## config.mk

```make
export PLATFORM = sky130hd
export DESIGN_NAME = oal_first
export DESIGN_NICKNAME = d
export VERILOG_FILES = /design/src/hdl/oal_pkg.sv /design/src/hdl/oal_first.sv
export SDC_FILE = /design/constraint.sdc
export NUM_CORES = 1
export LEC_CHECK = 0
export BUFFER_PORTS_ARGS = -buffer_cell sky130_fd_sc_hd__buf_2
export CORE_ASPECT_RATIO = 0.8
export CORE_UTILIZATION = 38
export DETAILED_ROUTE_END_ITERATION = 16
export GPL_TIMING_DRIVEN = 0
export MAX_ROUTING_LAYER = met4
export PLACE_DENSITY_LB_ADDON = 0.2
export SLEW_MARGIN = 25
export SYNTH_ARGS = -nofsm -noshare
export SYNTH_HDL_FRONTEND = slang
export SYNTH_SLANG_ARGS = --single-unit
export TNS_END_PERCENT = 30
```

## constraint.sdc

```tcl
create_clock -name vclk -period 3.54
set_clock_uncertainty 0.2 [all_clocks]
set_input_delay 1.062 -clock vclk [all_inputs]
set_output_delay 1.062 -clock vclk [all_outputs]
set_load 0.02 [all_outputs]
```

## src/hdl/oal_pkg.sv

```systemverilog
`timescale 1ns / 1ps
// Shared types and constants of the ordered array list.
// No dependencies; every other file of the block imports it.
package oal_pkg;

    localparam int CAPACITY  = 128;
    localparam int WORD_BITS = 32;

    localparam int IDX_W  = $clog2(CAPACITY);
    localparam int CNT_W  = $clog2(CAPACITY + 1);
    localparam int POS_W  = 8;
    localparam int CMP_W  = ((CNT_W > POS_W) ? CNT_W : POS_W) + 1;
    localparam int FND_W  = IDX_W + 1;

    typedef logic [WORD_BITS-1:0] t_word;

    typedef enum logic [1:0] {
        OP_INSERT = 2'd0,
        OP_DELETE = 2'd1,
        OP_FIND   = 2'd2,
        OP_NONE   = 2'd3
    } t_op;

    typedef enum logic [1:0] {
        STS_DONE  = 2'd0,
        STS_RANGE = 2'd1,
        STS_FULL  = 2'd2
    } t_status;

    typedef enum logic [0:0] {
        S_IDLE = 1'b0,
        S_FIND = 1'b1
    } t_state;

    // broadcast to every cell of the row
    typedef struct packed {
        logic ins;
        logic del;
        logic cmp;
    } t_cell_ctrl;

endpackage

```

## src/hdl/oal_first.sv

```systemverilog
`timescale 1ns / 1ps
// Finds the lowest set match flag of the cell row, as a 1-based position.
// Depends on oal_pkg.
module oal_first import oal_pkg::*; (
    input  logic [CAPACITY-1:0] i_match,
    output logic [FND_W-1:0]    o_pos
);

    always_comb begin
        o_pos = '0;
        // scan downwards so that the lowest match wins
        for (int k = CAPACITY - 1; k >= 0; k--) begin
            if (i_match[k]) begin
                o_pos = FND_W'(k + 1);
            end
        end
    end

endmodule

```

==> flow_summary.ini <==
[global_route]
grt_pass1_vias = 2683
grt-ovfl-total = 0
grt_max_degree = 7
grt_first_pass_wirelength_um = 11650
antenna_found_initial = 0
grtUsageTotal_pct = 29.17

[setup_path]
cp_data_arrival_time_ns = 2.66
critical_path_required_ns = 2.28
worstSetupPathType = in2out
crit_buf_inv = 2
crit_path_max_incr_delay_ns = 0.56
crit_fanout = 5
cp_top_family = simple AND/OR/NAND/NOR gates
crit_top_cell = buf_2
cp.depth = 7
worstPathCellList = buf_2 -> or4_4 -> nor2b_2 -> nand2_1 -> a2111oi_1 -> nor2_1 -> buf_2
slowest_stage = or4_4
start_kind = input port
critPathCaptureType = output port

[pwr]
power_leakage_nw = 1.162
power_density_mw_per_mm2 = 84.34
ir_worst_vdd_uv = 55.99
power_mw = 0.2482

[synthesis]
syn_area_mm2 = 0.001724
synth_top_cells_by_area = nor4_1, nor2_1, a21oi_1, nor3_1, inv_1
ys_types = 48
synth_area_per_cell_um2 = 5.747
yosys_warnings = 0
synth_common_cells = nor2_1, nor4_1, a21oi_1
synth_top_cell_by_area = nor4_1
syn_inst = 300
syn-num-nets = 428
synth_most_common_cell = nor2_1
netlist.area_leader.share_pct = 11.25
synth-seq-area-share_pct = 0

[floorplanning]
die_y_um = 62.25
core-area_mm2 = 0.004257
die_area_mm2 = 0.004812
die_w_um = 77.31
initial_core_util_pct = 40.51
row_count = 21
io_pins = 136

[placement]
dp_hpwl_um = 5699
numPlacedInstances = 493
globalplace.congestion = 0.9028
dp_slack_ns = -0.6648
placed_cell_area_mm2 = 0.002557
io_buffers = 136

[outcome]
outcome = finished, violations left
violations = setup timing

[drt]
wirelength_um = 7283
viasPerCell = 6.120
drt_iter0_drc = 200
drt-wirelength-per-cell_um = 14.57
drc = 0
vias = 3060
drt-pass1-iter-count = 5
ant_nets = 0

[layout]
utilization_pct = 69.14
stdcell_area_mm2 = 0.002943
clockBufferCount = 0
layout-drive-gt1-share_pct = 44.02
n_sequential_cell = 0
register_area_um2 = 0
final_cells = 500
diodes = 0
area_growth_pct = 70.68
nNetsFinal = 573

[timing]
worstMarginPinSlew_ns = 0.4618
final.setup.tns_ns = -2.557
setup_viol = 8
setup_slack_ns = -0.3869
timing.final.crit_period_ns = 3.927
max_slew_margin_pct = 68.95
hold_slack_ns = 2.283
fmaxAchievable_mhz = 254.7
min_period_over_period_pct = 110.9
finalMaxSlewViolations = 0
hold_viol_final = 0
rsz0062_at_grt = yes

[job]
cap_violations = 0

[worst_hold_path]
hp-start = i_match[127]
hp-class = in2out
min_to = o_pos[7]
worst_hold_path.num_cells = 3

[clocking]
cts-hold-fix-buffers = 0
==> layer usage <==
metal	vias up	routed length, um	GRT usage (%)
met5	-	0	-
met4	0	74	4.009
met3	12	699	2.353
met2	166	3241	46.57
met1	1397	3267	40.74
li1	1485	-	-
==> power breakdown <==
part	total, mW	internal (mW)	leakage [nW]	switching [mW]
registers	0	0	0	0
logic	0.248	0.104	1.16	0.145
clock network	0	0	0	0
==> tightest hold or removal path, delay by kind of cell <==
family | cells | cell delay, ns
buf+inv | 2 | 0.22
simple gates | 1 | 0.14
==> cell usage in the layout (no fill, tap or decap), types with 6 or more instances in the layout <==
cell | Yosys | layout
nand2_1 | 23 | 22
buf_6 | 0 | 6
inv_1 | 24 | 24
o211ai_1 | 6 | 6
nor3_1 | 23 | 20
nor4_1 | 31 | 12
buf_2 | 0 | 128
a21oi_1 | 28 | 26
nor4_4 | 1 | 11
o21ai_0 | 15 | 13
buf_4 | 0 | 8
nor4_2 | 3 | 12
nor2_1 | 50 | 48
nand4_1 | 7 | 7
==> final cells by class <==
cell class                 instances  area [um2]
tap                               57       71.32
timing repair buffer             143       783.3
inverter                          24       90.09
fill                             387        1314
multi-input combinational        276        1998
==> cells by family after synthesis <==
family,after synthesis,share of synthesized area [%]
simple gates,173,54.35
compound gates,103,40.42
buf+inv,24,5.225
==> repair_timing <==
action | CTS | global route
buffers inserted | 7 | 0
pin swaps | 17 | 1
endpoints found under the setup margin | 8 | 8
resized for setup | 42 | 20
hold endpoints to repair | 0 | 0
==> worst max-delay path by stage <==
stage / startpoint / end / slack, ns
finish: i_match[34] / o_pos[5] / -0.39
global route: i_match[3] / o_pos[7] / -0.49
CTS: i_match[3] / o_pos[7] / -0.39
detailed placement: i_match[70] / o_pos[1] / -0.66
global placement: i_match[70] / o_pos[1] / -0.72
floorplan: i_match[34] / o_pos[7] / -0.1
Note: power is estimated with default switching activity, not from simulation.
