## src/hdl/oal_pkg.sv

```systemverilog
`timescale 1ns / 1ps
// Shared types and constants of the ordered array list.
// No dependencies; every other file of the block imports it.
package oal_pkg;

    localparam int CAPACITY  = 128;
    localparam int WORD_BITS = 32;

    localparam int IDX_W  = $clog2(CAPACITY);
    localparam int CNT_W  = $clog2(CAPACITY + 1);
    localparam int POS_W  = 8;
    localparam int CMP_W  = ((CNT_W > POS_W) ? CNT_W : POS_W) + 1;
    localparam int FND_W  = IDX_W + 1;

    typedef logic [WORD_BITS-1:0] t_word;

    typedef enum logic [1:0] {
        OP_INSERT = 2'd0,
        OP_DELETE = 2'd1,
        OP_FIND   = 2'd2,
        OP_NONE   = 2'd3
    } t_op;

    typedef enum logic [1:0] {
        STS_DONE  = 2'd0,
        STS_RANGE = 2'd1,
        STS_FULL  = 2'd2
    } t_status;

    typedef enum logic [0:0] {
        S_IDLE = 1'b0,
        S_FIND = 1'b1
    } t_state;

    // broadcast to every cell of the row
    typedef struct packed {
        logic ins;
        logic del;
        logic cmp;
    } t_cell_ctrl;

endpackage

```

## src/hdl/oal_cell.sv

```systemverilog
`timescale 1ns / 1ps
// One cell of the list row: holds one entry and its last compare result.
// Depends on oal_pkg.
module oal_cell import oal_pkg::*; (
    input  logic             i_clk,
    input  logic [IDX_W-1:0] i_index,
    input  t_cell_ctrl       i_ctrl,
    input  logic [CMP_W-1:0] i_p0,
    input  logic [CNT_W-1:0] i_count,
    input  t_word            i_key,
    input  t_word            i_left,
    input  t_word            i_right,
    output t_word            o_word,
    output logic             o_match,
    output t_word            o_pick
);

    t_word            r_word;
    t_word            n_word;
    logic             r_match;
    logic             n_match;
    logic [CMP_W-1:0] w_idx;
    logic [CMP_W-1:0] w_cnt;

    assign w_idx = CMP_W'(i_index);
    assign w_cnt = CMP_W'(i_count);

    always_comb begin
        n_word  = r_word;
        n_match = r_match;
        if (i_ctrl.ins) begin
            if (w_idx == i_p0) begin
                n_word = i_key;
            end else if (w_idx > i_p0) begin
                n_word = i_left;
            end
        end
        if (i_ctrl.del && (w_idx >= i_p0)) begin
            n_word = i_right;
        end
        if (i_ctrl.cmp) begin
            n_match = (w_idx < w_cnt) && (r_word == i_key);
        end
    end

    always_ff @(posedge i_clk) begin
        r_word  <= n_word;
        r_match <= n_match;
    end

    assign o_word  = r_word;
    assign o_match = r_match;
    assign o_pick  = (w_idx == i_p0) ? r_word : '0;

endmodule

```

## config.mk

```make
export PLATFORM = sky130hd
export DESIGN_NAME = oal_cell
export DESIGN_NICKNAME = d
export VERILOG_FILES = /design/src/hdl/oal_pkg.sv /design/src/hdl/oal_cell.sv
export SDC_FILE = /design/constraint.sdc
export NUM_CORES = 1
export LEC_CHECK = 0
export BUFFER_PORTS_ARGS = -buffer_cell sky130_fd_sc_hd__buf_2
export CAP_MARGIN = 20
export CORE_ASPECT_RATIO = 1.2
export CORE_MARGIN = 8
export CORE_UTILIZATION = 35
export CTS_BUF_LIST = sky130_fd_sc_hd__clkbuf_16
export DETAILED_ROUTE_END_ITERATION = 8
export PLACE_DENSITY = 0.68
export RECOVER_POWER = 100
export SYNTH_ARGS = -nofsm -noshare
export SYNTH_HDL_FRONTEND = slang
export SYNTH_SLANG_ARGS = --single-unit
```

## constraint.sdc

```tcl
create_clock -name i_clk -period 2.7 [get_ports i_clk]
set_clock_uncertainty 0.1 [all_clocks]
set_input_delay 0 -clock i_clk [delete_from_list [all_inputs] [get_ports i_clk]]
set_output_delay 0 -clock i_clk [all_outputs]
set_load 0.01 [all_outputs]
```

==> qor.csv, run 1 <==
metric,value,unit
status,"finished, final reports clean",
"area leader, netlist",edfxtp_1,
Max Freq,0.435,GHz
Worst-Margin Slew,1.05,ns
first-pass GRT wire length,15.3,mm
Ports,189,
initial DRC count,125,
CP required,2.62,ns
MaxCap Viol Count,0,
post-cts resize count,0,
Num CTS Buffers,5,
Port Buffers,188,
CORE AREA,8470,um2
Synth Instances,230,
CTS Buffer Depth,2,
final hold viol count,0,
Finished Cell Area,4290,um2
"Hold-fix buffers, CTS",33,
top-area cell type share of the netlist area,33.0,%
Worst Reg-to-Reg Cells,5,
clock root cell,clkbuf_16,
CP Launch Type,primary input,
WL met2,5.39,mm
Main synth FF type,edfxtp_1,
Remaining DRCs,0,
Die W,101,um
Slew Limit Fails,0,
Max-Slew Margin vs Limit,30.0,%
die area,11800,um2
RSZ-0062 raised after global routing,no,
Placer Congestion,0.808,
Antenna Nets Post-Route,0,
final setup fails,0,
Leak Pwr,2.01,nW
crit path capture type,flop,
Detailed Routing Iterations Pass 1,4,
Setup CP Type,in -> reg,
Post-Syn Area,3010,um2
Min-Delay Path Depth,3,
Async SR Flop Fraction,0,%
postcts setup bufs,0,
post-synth cell types,32,
area delta synth->final,42.8,%
"CTS clk-pin slew, worst paths",0.06,ns
Reg area,991,um2
Synth warnings,0,
pwr dens,360,nW/um2
Routed WL,9.97,mm
"Max FO, Critical Path",20,
syn_area_per_cell,13.1,um2
Max VDD drop,0.227,mV
worst skew pair latency,0.27,ns
final period utilization,85.2,%
Starting Density,35.5,%
via/cell ratio,4.55,
antenna violations before repair,0,
met3 routed wirelength,680,um
# nets final,591,
worst hold path class,in -> reg,
share of layout cells above drive strength 1,40.9,%
Sinks on Clock Net,33,
Synth Register Bits,33,
Vias,2602,
multi-input logic area,1740,um2
H-tree depth,2,
# rows,37,
leading post-synthesis cells by cell area,"edfxtp_1, mux2_4, and2_1",
grt ovf,0,
Post-synth EDFFs,33,
Avg WL per Cell,17.4,um
Metal-1 WL,3.84,mm
Period minus WS final,2.30,ns
hpwl dp,7.97,mm
sequential share of the synthesized area,33.0,%
fill count,838,
vias in the first global route,3009,
setup TNS,0,ns
DP Area,4040,um2
CTS tree,yes,
Antenna diodes,0,
Mapped Nets,367,
largest net degree at the start of global routing,33,
gr usage total,16.4,%
Die Height,118,um
top layer in use,met4,
Worst EP arrival,2.22,ns
==> path summary, 6_finish.rpt <==
check / startpoint / endpoint / slack [ns]
max: i_index[6] / o_word[17] / 0.40
max reg2reg: o_word[16] / o_match / 0.69
min reg2reg: o_word[28] / o_match / 0.84
min: i_left[2] / o_word[2] / 0.04
==> critical path, stage by stage <==
cell and delay [ns]:
buf_2 0.11, ha_1 0.30, nand2_2 0.06, nor3_1 0.35, nand3_4 0.33, clkbuf_4 0.39, mux2_1 0.39, mux2_4 0.27
==> where the power goes <==
group / leakage [nW] / switching (W) / total [W] / internal (W)
clock network: 0.0687 / 0.000203 / 0.000536 / 0.000333
registers: 0.302 / 0.0000281 / 0.000631 / 0.000603
logic: 1.64 / 0.000158 / 0.000379 / 0.000221
==> cells by family (layout without fill, tap and decap cells) <==
kind of cell             Yosys count  in the layout  share of synthesized area (%)
AO/OA/AOI/OAI                     12             12                           3.70
adder cells (fa/ha/maj)           13             13                           5.41
buffers and inverters             22            247                           5.12
XOR/XNOR                          32             32                           9.32
AND/OR/NAND/NOR                   54             54                           12.0
flip-flops                        33             33                           33.0
multiplexers                      64             64                           31.5
==> Yosys cell counts, drive strengths merged (2+ instances only) <==
cell type and n:
mux2 64, o21ai 2, a21oi 3, nand2b 2, xor2 16, buf 6, nand4 5, inv 13
a21o 2, edfxtp 33, xnor2 16, clkbuf 3, nor3 4, nor4 5, and2 32, ha 13
==> layout make-up <==
type                    instances  share of cell area, %
multi-input cells             175                   40.5
repair buffers                226                   28.6
flip-flops and latches         33                   23.1
well taps                     117                   3.41
clock buffers                   5                   2.91
inverters                      13                   1.14
clock inverters                 3                  0.291
==> cell usage in the layout, fill, tap and decap left out, types with 9 or more instances in the layout <==
cell / Yosys / layout
buf_2: 0 / 133
clkbuf_1: 3 / 57
mux2_4: 60 / 35
dlygate4sd3_1: 0 / 33
edfxtp_1: 33 / 33
mux2_1: 0 / 25
and2_1: 32 / 23
xor2_1: 16 / 16
xnor2_1: 16 / 16
inv_1: 13 / 13
ha_1: 13 / 13
and2_0: 0 / 9
==> per-stage QoR <==
stage | utilization, % | total power (W) | hold WS (ns) | setup WS [ns] | instances
5_1_grt | 50.7 | 0.00163 | 0.0438 | 0.277 | 572
3_5_place_dp | 47.7 | 0.00102 | 0.109 | 0.492 | 531
6_report | 50.7 | 0.00155 | 0.0444 | 0.400 | 572
2_1_floorplan | - | 0.000845 | 0.0125 | 0.603 | 230
4_1_cts | 53.2 | 0.00160 | 0.0451 | 0.639 | 572
3_3_place_gp | 47.7 | 0.00101 | 0.100 | 0.543 | 531
==> flip-flops by register name, summed over array words and instances (netlist names) <==
| name | count |
|---|---|
| o_match | 1 |
| o_word | 32 |
==> routing by layer <==
metal	vias to the layer above	track usage, %
met5	-	0
met4	0	3.13
met3	4	5.21
met2	112	31.9
met1	1210	16.3
li1	1276	-
Note: power is estimated with default switching activity, not from simulation.
==> run 2: changes to the inputs <==
--- a/config.mk
+++ b/config.mk
@@ -5,6 +5,7 @@
 export SDC_FILE = /design/constraint.sdc
 export NUM_CORES = 1
 export LEC_CHECK = 0
+export ABC_AREA = 1
 export BUFFER_PORTS_ARGS = -buffer_cell sky130_fd_sc_hd__buf_2
 export CAP_MARGIN = 20
 export CORE_ASPECT_RATIO = 1.2
@@ -12,7 +13,7 @@
 export CORE_UTILIZATION = 35
 export CTS_BUF_LIST = sky130_fd_sc_hd__clkbuf_16
 export DETAILED_ROUTE_END_ITERATION = 8
-export PLACE_DENSITY = 0.68
+export PLACE_DENSITY = 0.67
 export RECOVER_POWER = 100
 export SYNTH_ARGS = -nofsm -noshare
 export SYNTH_HDL_FRONTEND = slang
==> constraint.sdc (replaced) <==
create_clock -name i_clk -period 2.35 [get_ports i_clk]
set_clock_uncertainty 0.1 [all_clocks]
set_input_delay 0 -clock i_clk [delete_from_list [all_inputs] [get_ports i_clk]]
set_output_delay 0 -clock i_clk [all_outputs]
set_load 0.01 [all_outputs]
==> run 2 against run 1 <==
Total power grew 17%. First-iteration DRC count grew 21%. Non-clock buffer count up 2. Critical path depth rose by 1. Worst setup slack gained 0.31 ns. Flip-flop and latch count unchanged. Final area grew 7.0%. Clock-buffer cell count is the same. Critical path type unchanged. Largest cell class unchanged. Global-route usage up 0.32 points. Via count increased by 43%. Register-to-register slack improved by 0.29 ns. Sequential power increased by 15%.
==> qor.csv, run 2 <==
metric,value,unit,change
gr usage total,16.8,%,was 16.4%
grt ovf,0,,unchanged
Synth Instances,518,,was 230
# nets final,870,,was 591
RSZ-0062 raised after global routing,no,,unchanged
postcts setup bufs,0,,unchanged
Post-Syn Area,3150,um2,was 3010 um2
Avg WL per Cell,12.5,um,was 17.4 um
Vias,3718,,was 2602
Period minus WS final,1.64,ns,
Worst Reg-to-Reg Cells,8,,was 5
post-cts resize count,0,,unchanged
Hold Slack,0.0308,ns,was 0.0444 ns
Main synth FF type,edfxtp_1,,unchanged
placed cell count,813,,was 531
Max-Slew Margin vs Limit,57.5,%,was 30.0%
worst hold endpoint,o_word[13],,was o_word[2]
"area leader, netlist",edfxtp_1,,unchanged
vias in the first global route,3811,,was 3009
Die W,103,um,was 101 um
first-pass GRT wire length,16.8,mm,was 15.3 mm
Die Height,120,um,was 118 um
max reg flops,32,,unchanged
CTS tree,yes,,unchanged
"commonest non-fill, non-tap cells in the layout","nand2_1, buf_2, inv_1, nor2_1, clkbuf_1",,"was buf_2, clkbuf_1, mux2_4, dlygate4sd3_1, edfxtp_1"
Synth Register Bits,33,,unchanged
CP required,2.27,ns,was 2.62 ns
initial DRC count,151,,was 125
Antenna diodes,0,,unchanged
pwr dens,395,nW/um2,was 360 nW/um2
hpwl dp,8.50,mm,was 7.97 mm
Routed WL,10.7,mm,was 9.97 mm
Hold Path Origin,i_left[13],,was i_left[2]
Setup CP Type,in -> reg,,unchanged
Mapped Nets,655,,was 367
share of layout cells above drive strength 1,20.2,%,was 40.9%
Antenna Nets Post-Route,0,,unchanged
Starting Density,35.4,%,was 35.5%
via/cell ratio,4.35,,was 4.55
worst skew pair latency,0.27,ns,about the same
multi-input logic area,1590,um2,was 1740 um2
CP Launch Type,primary input,,unchanged
Leak Pwr,2.67,nW,was 2.01 nW
Ports,189,,unchanged
Reg area,991,um2,unchanged
Remaining DRCs,0,,unchanged
status,"finished, final reports clean",,unchanged
Max VDD drop,0.227,mV,about the same
MaxCap Viol Count,0,,unchanged
clock root cell,clkbuf_16,,unchanged
Detailed Routing Iterations Pass 1,4,,unchanged
crit path capture type,flop,,unchanged
fill count,970,,was 838
worst hold path class,in -> reg,,unchanged
final setup fails,0,,unchanged
syn_area_per_cell,6.08,um2,was 13.1 um2
"Hold-fix buffers, CTS",33,,unchanged
Max Freq,0.611,GHz,
Sinks on Clock Net,33,,unchanged
Commonest cells post-synth,"nand2_1, inv_1, nor2_1",,"was mux2_4, edfxtp_1, and2_1"
# rows,38,,was 37
die area,12300,um2,was 11800 um2
Synth warnings,0,,unchanged
Reg2Reg Setup Slack,0.98,ns,was 0.69 ns
top-area cell type share of the netlist area,31.5,%,was 33.0%
antenna violations before repair,1,,was 0
Async SR Flop Fraction,0,%,unchanged
CORE AREA,8890,um2,was 8470 um2
area delta synth->final,45.9,%,was 42.8%
sequential share of the synthesized area,31.5,%,was 33.0%
Placer Congestion,0.829,,was 0.808
"CTS clk-pin slew, worst paths",0.06,ns,about the same
leading post-synthesis cells by cell area,"edfxtp_1, nand2_1, inv_1",,"was edfxtp_1, mux2_4, and2_1"
Post-synth EDFFs,33,,unchanged
CTS Buffer Depth,2,,unchanged
setup TNS,0,ns,unchanged
power after layout,0.00181,W,was 0.00155 W
Slew Limit Fails,0,,unchanged
most frequent cell after synthesis,nand2_1,,was mux2_4
FF-to-FF End,o_match,,unchanged
Worst-Margin Slew,0.635,ns,was 1.05 ns
largest net degree at the start of global routing,53,,was 33
"Max FO, Critical Path",32,,was 20
Non-Filler Instances,854,,was 572
Num CTS Buffers,5,,unchanged
Worst R2R Start,o_word[21],,was o_word[16]
H-tree depth,2,,unchanged
"most common cell after layout, fill and taps aside",nand2_1,,was buf_2
Worst EP arrival,1.56,ns,was 2.22 ns
Port Buffers,188,,unchanged
final period utilization,69.6,%,
Min-Delay Path Depth,5,,was 3
final hold viol count,0,,unchanged
post-synth cell types,20,,was 32
run 2: changes by cell type in the layout (fill, tap and decap cells not counted), moves of 23 or more:
cell     before  now
and2_1       23    0
mux2_4       35    0
nand2_1       0  163
nor2_1        1   82
a21oi_1       3   27
inv_1        13  118
nand3_1       0   37
mux2_1       25    0
run 2: per-layer routing:
layer / up-vias / wire, um / GRT usage (%)
li1: 1976 / - / -
met2: 119 / 5570 / 31.7
met5: - / 10 / 0
met1: 1607 / 4130 / 17.1
met3: 14 / 788 / 4.00
met4: 2 / 176 / 6.07
run 2: area by class of cell:
class                   instances  share of cell area [%]
clock buffers                   5                    2.72
flip-flops and latches         33                    21.6
clock inverters                 3                   0.272
multi-input cells             347                    34.7
repair buffers                228                    27.8
well taps                     120                    3.27
inverters                     118                    9.64
run 2: worst max-delay path by stage:
stage | startpoint | end | slack, ns | depth (start not counted)
6_report | i_index[6] | o_word[23] | 0.71 | 9
5_1_grt | i_index[6] | o_word[0] | 0.48 | 9
4_1_cts | i_index[6] | o_word[16] | 0.76 | 9
3_5_place_dp | i_index[6] | o_word[16] | 0.48 | 9
3_3_place_gp | i_index[6] | o_word[15] | 0.53 | 9
2_1_floorplan | i_p0[6] | o_word[0] | 0.22 | 9
run 2: through the flow:
step                util (%)  worst slack [ns]  instance area, um2
detailed placement      47.6             0.483                4230
finish                  51.7             0.713                4590
global route            51.7             0.482                4590
floorplan                  -             0.220                3150
global placement        47.6             0.531                4230
CTS                     52.9             0.765                4700
run 2: cell families after synthesis:
| group | synth area share [%] |
|---|---|
| and+or+nand+nor | 36.2 |
| DFF | 31.5 |
| AOI/OAI and AO/OA | 8.11 |
| buffers and inverters | 17.3 |
| adders and majority gates | 5.17 |
| xor gates and xnor gates | 1.67 |
run 2: power breakdown:
group | internal, W | switching [W] | leakage, nW | total (W)
Clock | 0.000383 | 0.000232 | 0.0687 | 0.000615
Combinational | 0.000221 | 0.000255 | 2.30 | 0.000476
Sequential | 0.000696 | 0.0000273 | 0.301 | 0.000723
run 2: critical path, cell delays in order:
cell	delay [ns]
clkbuf_1	0.10
ha_1	0.30
nand2_1	0.05
nor2_1	0.17
nand3_1	0.10
nand3_1	0.17
nand2_2	0.39
nand2_1	0.19
nand2_1	0.07
